File: src/rtl/core/crrd_pkg.sv
// shared constants and codes for the consumer group round-robin dispatcher
package crrd_pkg;

    // table geometry
    localparam int MAX_GROUPS      = 8;
    localparam int SLOTS_PER_GROUP = 10;
    localparam int GRP_W           = (MAX_GROUPS > 1) ? $clog2(MAX_GROUPS) : 1;
    localparam int CNT_W           = $clog2(MAX_GROUPS + 1);
    localparam int SLOT_W          = (SLOTS_PER_GROUP > 1) ? $clog2(SLOTS_PER_GROUP) : 1;
    localparam int TOT_W           = $clog2(SLOTS_PER_GROUP + 1);
    localparam int ADDR_W          = GRP_W + SLOT_W;
    localparam int MEM_DEPTH       = MAX_GROUPS << SLOT_W;

    // field widths
    localparam int HDL_W  = 16;
    localparam int TAG_W  = 32;
    localparam int GID_W  = 16;
    localparam int MEMB_W = 4;
    localparam int LIM_W  = 4;

    localparam logic [LIM_W-1:0] LIMIT_RST = 4'd10;

    // request codes
    localparam logic [1:0] CMD_REGISTER = 2'd0;
    localparam logic [1:0] CMD_REMOVE   = 2'd1;
    localparam logic [1:0] CMD_DISPATCH = 2'd2;

    // result status codes
    localparam logic [1:0] ST_OK        = 2'd0;
    localparam logic [1:0] ST_NOT_FOUND = 2'd1;
    localparam logic [1:0] ST_FULL      = 2'd2;
    localparam logic [1:0] ST_NO_CONS   = 2'd3;

    // one member entry in the slot memory
    typedef struct packed {
        logic [HDL_W-1:0]  handle;
        logic [MEMB_W-1:0] number;
    } t_member;

endpackage

File: src/rtl/core/consumer_group_round_robin_dispatch.sv
// top level: consumer group table with round-robin dispatch
// Requests are taken one at a time; o_in_stall stays high until every result of the
// current request has entered the output register. Group metadata sits in a small
// table reached through an order list (front = newest group), and member slots live
// in one synchronous memory with a registered read, so group moves cost only a
// rewrite of the order list. Register scans the groups in list order and opens a new
// group when none has room; remove reads and compares members one at a time and
// shifts the members after the hit down to close the gap; dispatch reads one member
// per group and emits one result per group served, or a single no-consumers result
// when there are no groups. The next request is taken in the cycle after the last
// result enters the output register. No clearing pass after reset is needed.
module consumer_group_round_robin_dispatch (
    input  logic                        i_clk,
    input  logic                        i_rst_n,
    input  logic                        i_cfg_we,
    input  logic [crrd_pkg::LIM_W-1:0]  i_cfg_data,
    input  logic                        i_in_valid,
    output logic                        o_in_stall,
    input  logic [1:0]                  i_cmd,
    input  logic [crrd_pkg::HDL_W-1:0]  i_consumer_handle,
    input  logic [crrd_pkg::TAG_W-1:0]  i_message_tag,
    output logic                        o_out_valid,
    input  logic                        i_out_stall,
    output logic [1:0]                  o_status,
    output logic [crrd_pkg::GID_W-1:0]  o_group_number,
    output logic [crrd_pkg::MEMB_W-1:0] o_member_number,
    output logic [crrd_pkg::HDL_W-1:0]  o_target_handle,
    output logic [crrd_pkg::TAG_W-1:0]  o_tag_out,
    output logic                        o_last
);
    import crrd_pkg::*;

    localparam logic [3:0] S_IDLE     = 4'd0;
    localparam logic [3:0] S_REG_SCAN = 4'd1;
    localparam logic [3:0] S_REG_NEW  = 4'd2;
    localparam logic [3:0] S_REM_RD   = 4'd3;
    localparam logic [3:0] S_REM_CHK  = 4'd4;
    localparam logic [3:0] S_SHF_RD   = 4'd5;
    localparam logic [3:0] S_SHF_WR   = 4'd6;
    localparam logic [3:0] S_REM_FIN  = 4'd7;
    localparam logic [3:0] S_DSP_RD   = 4'd8;
    localparam logic [3:0] S_DSP_OUT  = 4'd9;
    localparam logic [3:0] S_EMIT     = 4'd10;

    // control and request registers
    logic [3:0]        r_state;
    logic [HDL_W-1:0]  r_hdl;
    logic [TAG_W-1:0]  r_tag;
    logic [GRP_W-1:0]  r_pos;
    logic [SLOT_W-1:0] r_slot;
    logic [SLOT_W-1:0] r_hit;
    logic [CNT_W-1:0]  r_used;
    logic [LIM_W-1:0]  r_limit;
    logic [GID_W-1:0]  r_next_id;
    logic [1:0]        r_pend_st;
    logic [GID_W-1:0]  r_pend_grp;

    // group table, addressed by physical group
    logic [GRP_W-1:0]  r_order [MAX_GROUPS];
    logic [GID_W-1:0]  r_ident [MAX_GROUPS];
    logic [TOT_W-1:0]  r_total [MAX_GROUPS];
    logic [SLOT_W-1:0] r_rr    [MAX_GROUPS];

    // member slot memory
    t_member           mem [MEM_DEPTH];
    t_member           r_rdata;
    logic              mem_re;
    logic [ADDR_W-1:0] mem_raddr;
    logic              mem_we;
    logic [ADDR_W-1:0] mem_waddr;
    t_member           mem_wdata;

    // output register
    logic              r_ovalid;
    logic [1:0]        r_ostatus;
    logic [GID_W-1:0]  r_ogrp;
    logic [MEMB_W-1:0] r_omemb;
    logic [HDL_W-1:0]  r_ohdl;
    logic [TAG_W-1:0]  r_otag;
    logic              r_olast;

    logic              out_ok;
    logic              out_load;
    logic [GRP_W-1:0]  cur_phys;
    logic [GRP_W-1:0]  new_phys;
    logic [TOT_W-1:0]  cur_total;
    logic [SLOT_W-1:0] cur_rr;
    logic [TOT_W-1:0]  eff_limit;
    logic              last_pos;
    logic              slot_more;
    logic [TOT_W-1:0]  rem_total;
    logic [SLOT_W-1:0] rr_inc;

    assign out_ok    = !r_ovalid || !i_out_stall;
    assign out_load  = out_ok && (r_state == S_DSP_OUT || r_state == S_EMIT);
    assign cur_phys  = r_order[r_pos];
    assign new_phys  = r_order[r_used[GRP_W-1:0]];
    assign cur_total = r_total[cur_phys];
    assign cur_rr    = r_rr[cur_phys];
    assign last_pos  = (CNT_W'(r_pos) + CNT_W'(1)) == r_used;
    assign slot_more = (TOT_W'(r_slot) + TOT_W'(1)) < cur_total;
    assign rem_total = cur_total - TOT_W'(1);
    assign rr_inc    = ((TOT_W'(cur_rr) + TOT_W'(1)) == cur_total) ? '0 : cur_rr + SLOT_W'(1);

    // limit clamped to the legal range
    always_comb begin
        if (r_limit == '0) begin
            eff_limit = TOT_W'(1);
        end else if ({1'b0, r_limit} > (LIM_W+1)'(SLOTS_PER_GROUP)) begin
            eff_limit = TOT_W'(SLOTS_PER_GROUP);
        end else begin
            eff_limit = TOT_W'(r_limit);
        end
    end

    // memory port control
    always_comb begin
        mem_re    = 1'b0;
        mem_raddr = {cur_phys, r_slot};
        mem_we    = 1'b0;
        mem_waddr = {cur_phys, cur_total[SLOT_W-1:0]};
        mem_wdata = '{handle: r_hdl, number: MEMB_W'(cur_total)};
        case (r_state)
            S_REG_SCAN: begin
                mem_we = cur_total < eff_limit;
            end
            S_REG_NEW: begin
                mem_we    = 1'b1;
                mem_waddr = {new_phys, {SLOT_W{1'b0}}};
                mem_wdata = '{handle: r_hdl, number: '0};
            end
            S_REM_RD, S_SHF_RD: begin
                mem_re = 1'b1;
            end
            S_SHF_WR: begin
                mem_we    = 1'b1;
                mem_waddr = {cur_phys, r_slot - SLOT_W'(1)};
                mem_wdata = r_rdata;
            end
            S_DSP_RD: begin
                mem_re    = 1'b1;
                mem_raddr = {cur_phys, cur_rr};
            end
            default: begin
                mem_re = 1'b0;
            end
        endcase
    end

    // slot memory
    always_ff @(posedge i_clk) begin
        if (mem_we) begin
            mem[mem_waddr] <= mem_wdata;
        end
        if (mem_re) begin
            r_rdata <= mem[mem_raddr];
        end
    end

    // sequencer, group table and output register
    always_ff @(posedge i_clk) begin
        if (!i_rst_n) begin
            r_state   <= S_IDLE;
            r_used    <= '0;
            r_limit   <= LIMIT_RST;
            r_next_id <= '0;
            r_ovalid  <= 1'b0;
            r_pos     <= '0;
            r_slot    <= '0;
            for (int k = 0; k < MAX_GROUPS; k++) begin
                r_order[k] <= GRP_W'(k);
                r_ident[k] <= '0;
                r_total[k] <= '0;
                r_rr[k]    <= '0;
            end
        end else begin
            if (i_cfg_we) begin
                r_limit <= i_cfg_data;
            end
            // output valid: loaded by a result, cleared once taken
            if (out_load) begin
                r_ovalid <= 1'b1;
            end else if (r_ovalid && !i_out_stall) begin
                r_ovalid <= 1'b0;
            end
            case (r_state)
                S_IDLE: begin
                    if (i_in_valid) begin
                        r_hdl  <= i_consumer_handle;
                        r_tag  <= i_message_tag;
                        r_pos  <= '0;
                        r_slot <= '0;
                        case (i_cmd)
                            CMD_REGISTER: begin
                                r_state <= (r_used == '0) ? S_REG_NEW : S_REG_SCAN;
                            end
                            CMD_REMOVE: begin
                                r_pend_st  <= ST_NOT_FOUND;
                                r_pend_grp <= '0;
                                r_state    <= (r_used == '0) ? S_EMIT : S_REM_RD;
                            end
                            CMD_DISPATCH: begin
                                r_pend_st  <= ST_NO_CONS;
                                r_pend_grp <= '0;
                                r_state    <= (r_used == '0) ? S_EMIT : S_DSP_RD;
                            end
                            default: begin
                                r_state <= S_IDLE;
                            end
                        endcase
                    end
                end
                // first group in list order with room takes the handle
                S_REG_SCAN: begin
                    if (cur_total < eff_limit) begin
                        r_total[cur_phys] <= cur_total + TOT_W'(1);
                        r_pend_st         <= ST_OK;
                        r_pend_grp        <= r_ident[cur_phys];
                        r_state           <= S_EMIT;
                    end else if (last_pos) begin
                        if (r_used == CNT_W'(MAX_GROUPS)) begin
                            r_pend_st  <= ST_FULL;
                            r_pend_grp <= '0;
                            r_state    <= S_EMIT;
                        end else begin
                            r_state <= S_REG_NEW;
                        end
                    end else begin
                        r_pos <= r_pos + GRP_W'(1);
                    end
                end
                // open a new group at the front
                S_REG_NEW: begin
                    for (int k = 1; k < MAX_GROUPS; k++) begin
                        if (CNT_W'(k) <= r_used) begin
                            r_order[k] <= r_order[k-1];
                        end
                    end
                    r_order[0]        <= new_phys;
                    r_ident[new_phys] <= r_next_id;
                    r_total[new_phys] <= TOT_W'(1);
                    r_rr[new_phys]    <= '0;
                    r_next_id         <= r_next_id + GID_W'(1);
                    r_used            <= r_used + CNT_W'(1);
                    r_pend_st         <= ST_OK;
                    r_pend_grp        <= r_next_id;
                    r_state           <= S_EMIT;
                end
                S_REM_RD: begin
                    r_state <= S_REM_CHK;
                end
                // compare one member against the handle
                S_REM_CHK: begin
                    if (r_rdata.handle == r_hdl) begin
                        r_hit <= r_slot;
                        if (slot_more) begin
                            r_slot  <= r_slot + SLOT_W'(1);
                            r_state <= S_SHF_RD;
                        end else begin
                            r_state <= S_REM_FIN;
                        end
                    end else if (slot_more) begin
                        r_slot  <= r_slot + SLOT_W'(1);
                        r_state <= S_REM_RD;
                    end else if (last_pos) begin
                        r_state <= S_EMIT;
                    end else begin
                        r_pos   <= r_pos + GRP_W'(1);
                        r_slot  <= '0;
                        r_state <= S_REM_RD;
                    end
                end
                S_SHF_RD: begin
                    r_state <= S_SHF_WR;
                end
                // move one member down to close the gap
                S_SHF_WR: begin
                    if (slot_more) begin
                        r_slot  <= r_slot + SLOT_W'(1);
                        r_state <= S_SHF_RD;
                    end else begin
                        r_state <= S_REM_FIN;
                    end
                end
                // count, pointer and group drop after a remove
                S_REM_FIN: begin
                    r_total[cur_phys] <= rem_total;
                    if (rem_total == '0) begin
                        r_rr[cur_phys] <= '0;
                    end else if (cur_rr > r_hit) begin
                        r_rr[cur_phys] <= cur_rr - SLOT_W'(1);
                    end else if (TOT_W'(cur_rr) >= rem_total) begin
                        r_rr[cur_phys] <= '0;
                    end
                    r_pend_st  <= ST_OK;
                    r_pend_grp <= r_ident[cur_phys];
                    if (rem_total == '0) begin
                        for (int k = 0; k < MAX_GROUPS - 1; k++) begin
                            if (GRP_W'(k) >= r_pos && CNT_W'(k) + CNT_W'(1) < r_used) begin
                                r_order[k] <= r_order[k+1];
                            end
                        end
                        r_order[GRP_W'(r_used - CNT_W'(1))] <= cur_phys;
                        r_ident[cur_phys] <= '0;
                        r_used            <= r_used - CNT_W'(1);
                    end
                    r_state <= S_EMIT;
                end
                S_DSP_RD: begin
                    r_state <= S_DSP_OUT;
                end
                // one dispatch result per group, front to back
                S_DSP_OUT: begin
                    if (out_ok) begin
                        r_ostatus      <= ST_OK;
                        r_ogrp         <= r_ident[cur_phys];
                        r_omemb        <= r_rdata.number;
                        r_ohdl         <= r_rdata.handle;
                        r_otag         <= r_tag;
                        r_olast        <= last_pos;
                        r_rr[cur_phys] <= rr_inc;
                        if (last_pos) begin
                            r_state <= S_IDLE;
                        end else begin
                            r_pos   <= r_pos + GRP_W'(1);
                            r_state <= S_DSP_RD;
                        end
                    end
                end
                // single result of a request
                S_EMIT: begin
                    if (out_ok) begin
                        r_ostatus <= r_pend_st;
                        r_ogrp    <= r_pend_grp;
                        r_omemb   <= '0;
                        r_ohdl    <= '0;
                        r_otag    <= (r_pend_st == ST_NO_CONS) ? r_tag : '0;
                        r_olast   <= 1'b1;
                        r_state   <= S_IDLE;
                    end
                end
                default: begin
                    r_state <= S_IDLE;
                end
            endcase
        end
    end

    assign o_in_stall      = r_state != S_IDLE;
    assign o_out_valid     = r_ovalid;
    assign o_status        = r_ostatus;
    assign o_group_number  = r_ogrp;
    assign o_member_number = r_omemb;
    assign o_target_handle = r_ohdl;
    assign o_tag_out       = r_otag;
    assign o_last          = r_olast;

endmodule

File: config.mk
export PLATFORM = sky130hd
export DESIGN_NAME = consumer_group_round_robin_dispatch
export DESIGN_NICKNAME = d
export VERILOG_FILES = /design/src/rtl/core/crrd_pkg.sv /design/src/rtl/core/consumer_group_round_robin_dispatch.sv
export SDC_FILE = /design/constraint.sdc
export NUM_CORES = 2
export LEC_CHECK = 0
export BUFFER_PORTS_ARGS = -buffer_cell sky130_fd_sc_hd__buf_2
export CELL_PAD_IN_SITES_DETAIL_PLACEMENT = 1
export CELL_PAD_IN_SITES_GLOBAL_PLACEMENT = 2
export CORE_MARGIN = 5
export CORE_UTILIZATION = 45
export DETAILED_ROUTE_END_ITERATION = 8
export MAX_ROUTING_LAYER = met4
export PLACE_DENSITY = 0.84
export SYNTH_ARGS = -nofsm -noshare
export SYNTH_HDL_FRONTEND = slang
export SYNTH_SLANG_ARGS = --single-unit
File: constraint.sdc
create_clock -name i_clk -period 10.5 [get_ports i_clk]
set_clock_uncertainty 0.05 [all_clocks]
set_input_delay 1.575 -clock i_clk [delete_from_list [all_inputs] [get_ports i_clk]]
set_output_delay 1.575 -clock i_clk [all_outputs]
set_load 0.05 [all_outputs]
# Word level (Yosys, flattened, before mapping)
# Memory sizes are Yosys's and may differ from the RTL's. A register that Yosys moved wholly into a read port is not among the register bits.
# Index checks and enable logic that the tools add are counted.
op_classes:
  add_sub_neg: 11
  magnitude_cmp: 26
  n_eq_ne: 29
  muxes: 210
  bitwise: 19
  n_reduce_logical: 46
op_table:
  columns: ["op", "n"]
  rows:
  - ["two-way mux 16 bit", 11]
  - ["two-way mux 4 bit", 30]
  - ["two-way mux 1 bit", 107]
  - ["two-way mux 3 bit", 33]
  - ["two-way mux 32 bit", 3]
  - ["case mux 16 bit (2 select lines)", 2]
  - ["case mux 16 bit (4 select lines)", 1]
  - ["case mux 32 bit (2 select lines)", 1]
  - ["case mux 20 bit (2 select lines)", 1]
  - ["case mux 4 bit (10 select lines)", 1]
  - ["OR reduction 16 bit", 2]
  - ["case mux 4 bit (3 select lines)", 2]
  - ["bitwise OR 1 bit", 19]
  - ["two-way mux 2 bit", 9]
  - ["AND reduction 6 bit", 3]
  - ["adder 16 x 1 -> 16 bit, second input constant", 1]
  - ["adder 4 x 1 -> 4 bit, second input constant", 4]
  - ["== test 16 bit", 1]
  - ["== test 4 x 3 -> 1 bit, second input constant", 4]
  - ["== test 4 bit, second input constant", 4]
  - ["less-or-equal comparator 3 x 4 -> 1 bit, first input constant", 4]
  - ["zero test 4 bit", 4]
  - ["less-than comparator 3 x 4 -> 1 bit, first input constant", 4]
  - ["!= test 2 bit, second input constant", 8]
  - ["41 further kinds", 82]
word_totals:
  register_bits: 177
  ramBits: 2776
  in_bits: 59
  output_inout_bits: 73
  wordCells: 364
  memories: 5
memory_table:
  columns: ["memory", "words", "width", "rd", "rd_ports_with_merged_regs", "write_ports", "line", "text"]
  rows:
  - ["mem", 128, 20, 1, 1, 1, "consumer_group_round_robin_dispatch.sv:65", "t_member mem [MEM_DEPTH];"]
  - ["r_ident", 8, 16, 1, 0, 8, "consumer_group_round_robin_dispatch.sv:60", "logic [GID_W-1:0] r_ident [MAX_GROUPS];"]
  - ["r_rr", 8, 4, 1, 0, 8, "consumer_group_round_robin_dispatch.sv:62", "logic [SLOT_W-1:0] r_rr [MAX_GROUPS];"]
  - ["r_total", 8, 4, 1, 0, 8, "consumer_group_round_robin_dispatch.sv:61", "logic [TOT_W-1:0] r_total [MAX_GROUPS];"]
  - ["r_order", 8, 3, 10, 2, 8, "consumer_group_round_robin_dispatch.sv:59", "logic [GRP_W-1:0] r_order [MAX_GROUPS];"]

# Depth between registers and ports, before layout
# An unclocked memory read counts as a cell.
logic_depth:
  ltp_word: 13
  mapped_depth: 21

# Worst setup path before layout
# No wires, ideal clock.
synth_timing:
  path_type: "register to register"
  startpoint: "register with a tool-made name"
  endpoint: "memory mem[0][1] (netlist bit) (data pin)"
  setup_ns: 1.198
  t_arrival_ns: 7.250
  setup_slack_ns: 2.002
  stages_incl_launch_ff: 11
  n_path_buf: 4
  period_less_slack_ns: 8.498
  cell_sequence: "dfxtp_1 -> buf_6 -> mux2_1 -> mux4_2 -> buf_6 -> buf_8 -> buf_8 -> mux2i_1 -> mux2i_1 -> mux2i_4 -> o21ai_0"
synth_rtl:
  columns: ["element", "line"]
  rows:
  - ["end, declared", "consumer_group_round_robin_dispatch.sv:65"]

==> results.toml <==
[final_layout]
area_delta_synth_final_pct = 11.96
nFillCells = 26485
final_nets = 9270
final_common_cell = "edfxtp_1"
seqCellArea_um2 = 89040
multi_input_area_um2 = 29790
final_cell_mix = "edfxtp_1, nand2_1, nand3_1"
stdcell_area_um2 = 135700
drive_above_1_share = 0.1086

[sta]
fmax_mhz = 122.1
worst_pin_slew_ns = 1.412
fin_ws_ns = 2.310
rsz0062_at_grt = "false"
setup_viol = 0
slew_viol_final = 0
slew-limit-headroom = 0.04411
final-hold-violation-count = 0
tns_ns = 0
finalCritPeriodShare = 0.7800
period_minus_slack_ns = 8.190

[global_route]
grt_max_degree = 151
gr-usage-all-layers = 0.2836
grt_first_pass_wirelength_mm = 570.0
antenna_found_initial = 30
grt_pass1_vias = 80821
overflow = 0

[clock_tree]
cts_tree = "done"
ctsHtreeMaxLevel = 5
post_cts_buffers = 0
path_clk_slew_ns = 0.06
clock-sinks = 2979
cts_resized = 0
cts_buffers = 316
clk_path_buf_depth = 4
cts_hold_buf = 0
clk_latency_ns = 0.89
cts_root_buffer = "clkbuf_16"

[floorplan]
rows = 190
io_pins = 132
coreArea_um2 = 268200
die_x_um = 529.0
die_area_um2 = 279800
die_y_um = 529.0
start_util = 0.4520

[synthesis]
avgSynthCellArea_um2 = 13.32
ys_ff_latch = 2979
synthTopCellsByArea = "edfxtp_1, nand2_1, nand3_1"
synth_largest_area_cell = "edfxtp_1"
netlist_area_um2 = 121200
ys_types = 89
synth_fp_nets = 9194
synth_top_cell_area_share = 0.7277
yosys_most_used_dff = "edfxtp_1"
synth_enable_flop_cells = 2937
ys_seq_area_frac = 0.7346
yosysWarnings = 0
synthCells = 9102
synthArstFlopShare = 0

[drt]
drc = 0
first_iter_violations = 9688
drt_pass1_iterations = 5
ant_nets = 0
wl_per_cell_um = 30.36
vias_per_cell = 6.168
vias = 80098
totalWireLength_mm = 394.3

[pwr]
p_leak_nw = 45.30
ir_worst_vdd_uv = 253.0
power.density_nw_per_um2 = 254.0
finalPower_mw = 34.47

[critical_path]
start_kind = "flip-flop"
crit_fanout = 149
arrival_ns = 8.72
crit_path_end_kind = "flip-flop"
cp.required_ns = 11.03
critical_path_class = "flip-flop to flip-flop"

[placed_design]
dpl.hpwl_mm = 233.3
pre_cts_slack_ns = 2.536
gp_congestion = 0.8840
dpl-instance-area_um2 = 126100
port-buffer-count = 131

[outcome]
status = "finished, final reports clean"

[min_path]
holdCritPathClass = "flip-flop to flip-flop"

[flow_run]
maxCapViolations = 0
-- state kept, by name, indices dropped and copies added (netlist names), 20 cells and up, named ones only --
name,cells
r_tag,32
o_tag_out,32
mem,2560
r_order,24
r_rdata,20
r_total,32
r_rr,32
r_ident,128
-- routing by layer --
| layer | track usage | routed length (um) |
|---|---|---|
| met1 | 0.3792 | 157700 |
| met2 | 0.4341 | 182800 |
| met3 | 0.05183 | 36080 |
| met4 | 0.1102 | 17640 |
| met5 | - | 0 |
-- Yosys cell counts (all sizes together), types with 46 or more instances --
cell type  count
edfxtp      2937
nand2       2281
nand3        767
nor2         381
buf          366
a21oi        315
mux2i        280
clkbuf       238
a31oi        218
and2         191
and3         148
o21ai        116
a311oi       108
a32oi         76
a221oi        48
o22ai         46
-- where the power goes --
group	switching, mW	internal, mW	total (mW)
logic	7.23	2.18	9.41
registers	0.266	14.2	14.5
clock network	4.65	5.94	10.6
-- layout make-up --
type | instances | area share
Clock buffer | 389 | 0.06154
Multi-Input combinational cell | 5476 | 0.2195
Inverter | 43 | 0.001208
Timing Repair Buffer | 362 | 0.01971
Clock inverter | 159 | 0.008612
Antenna cell | 27 | 0.0004979
Tap cell | 3552 | 0.03275
Sequential cell | 2979 | 0.6561
-- worst paths after layout --
kind | start | end | depth (start not counted) | slack (ns)
worst max-delay path | flip-flop | r_rdata[1]$_DFFE_PP_ | 15 | 2.31
worst min-delay path | r_limit[1]$_SDFFE_PN1P_ | r_limit[1]$_SDFFE_PN1P_ | 2 | 0.46
worst max register to register | flip-flop | r_rdata[1]$_DFFE_PP_ | 15 | 2.31
worst min register to register | r_limit[1]$_SDFFE_PN1P_ | r_limit[1]$_SDFFE_PN1P_ | 2 | 0.46
-- cell families (layout without fill, tap and decap cells) --
| kind of cell | after synthesis | in the layout | synth area share |
|---|---|---|---|
| AOI/OAI and AO/OA | 1142 | 1142 | 0.06336 |
| muxes | 310 | 310 | 0.02785 |
| adders and majority gates | 34 | 34 | 0.003489 |
| xor gates and xnor gates | 53 | 53 | 0.003830 |
| and+or+nand+nor | 3937 | 3937 | 0.1408 |
| other | 0 | 27 | 0 |
| DFF | 2979 | 2979 | 0.7346 |
| buffers and inverters | 647 | 953 | 0.02603 |
-- metrics by stage --
| stage | util | std cells | hold WS (ns) |
|---|---|---|---|
| 5_1_grt | 0.5060 | 12979 | 0.4771 |
| 6_report | 0.5060 | 12987 | 0.4625 |
| 2_1_floorplan | - | 9102 | 0.3564 |
| 4_1_cts | 0.5056 | 12958 | 0.4635 |
| 3_3_place_gp | 0.4700 | 12408 | 0.4515 |
| 3_5_place_dp | 0.4701 | 12410 | 0.4489 |
-- critical path, stage by stage, from the launching register on --
cell and delay [ns]:
dfxtp_1 0.69, mux2_1 0.40, mux4_4 1.06, buf_4 0.44, mux2i_1 0.16, a32o_1 0.50, o31ai_4 1.12, buf_4 0.44
buf_12 0.44, buf_4 0.41, mux2i_1 0.24, a32oi_1 0.09, nand3_1 0.18, a31oi_1 0.35, a311oi_1 0.86, nand2_1 0.13
Note: power is estimated with default switching activity, not from simulation.
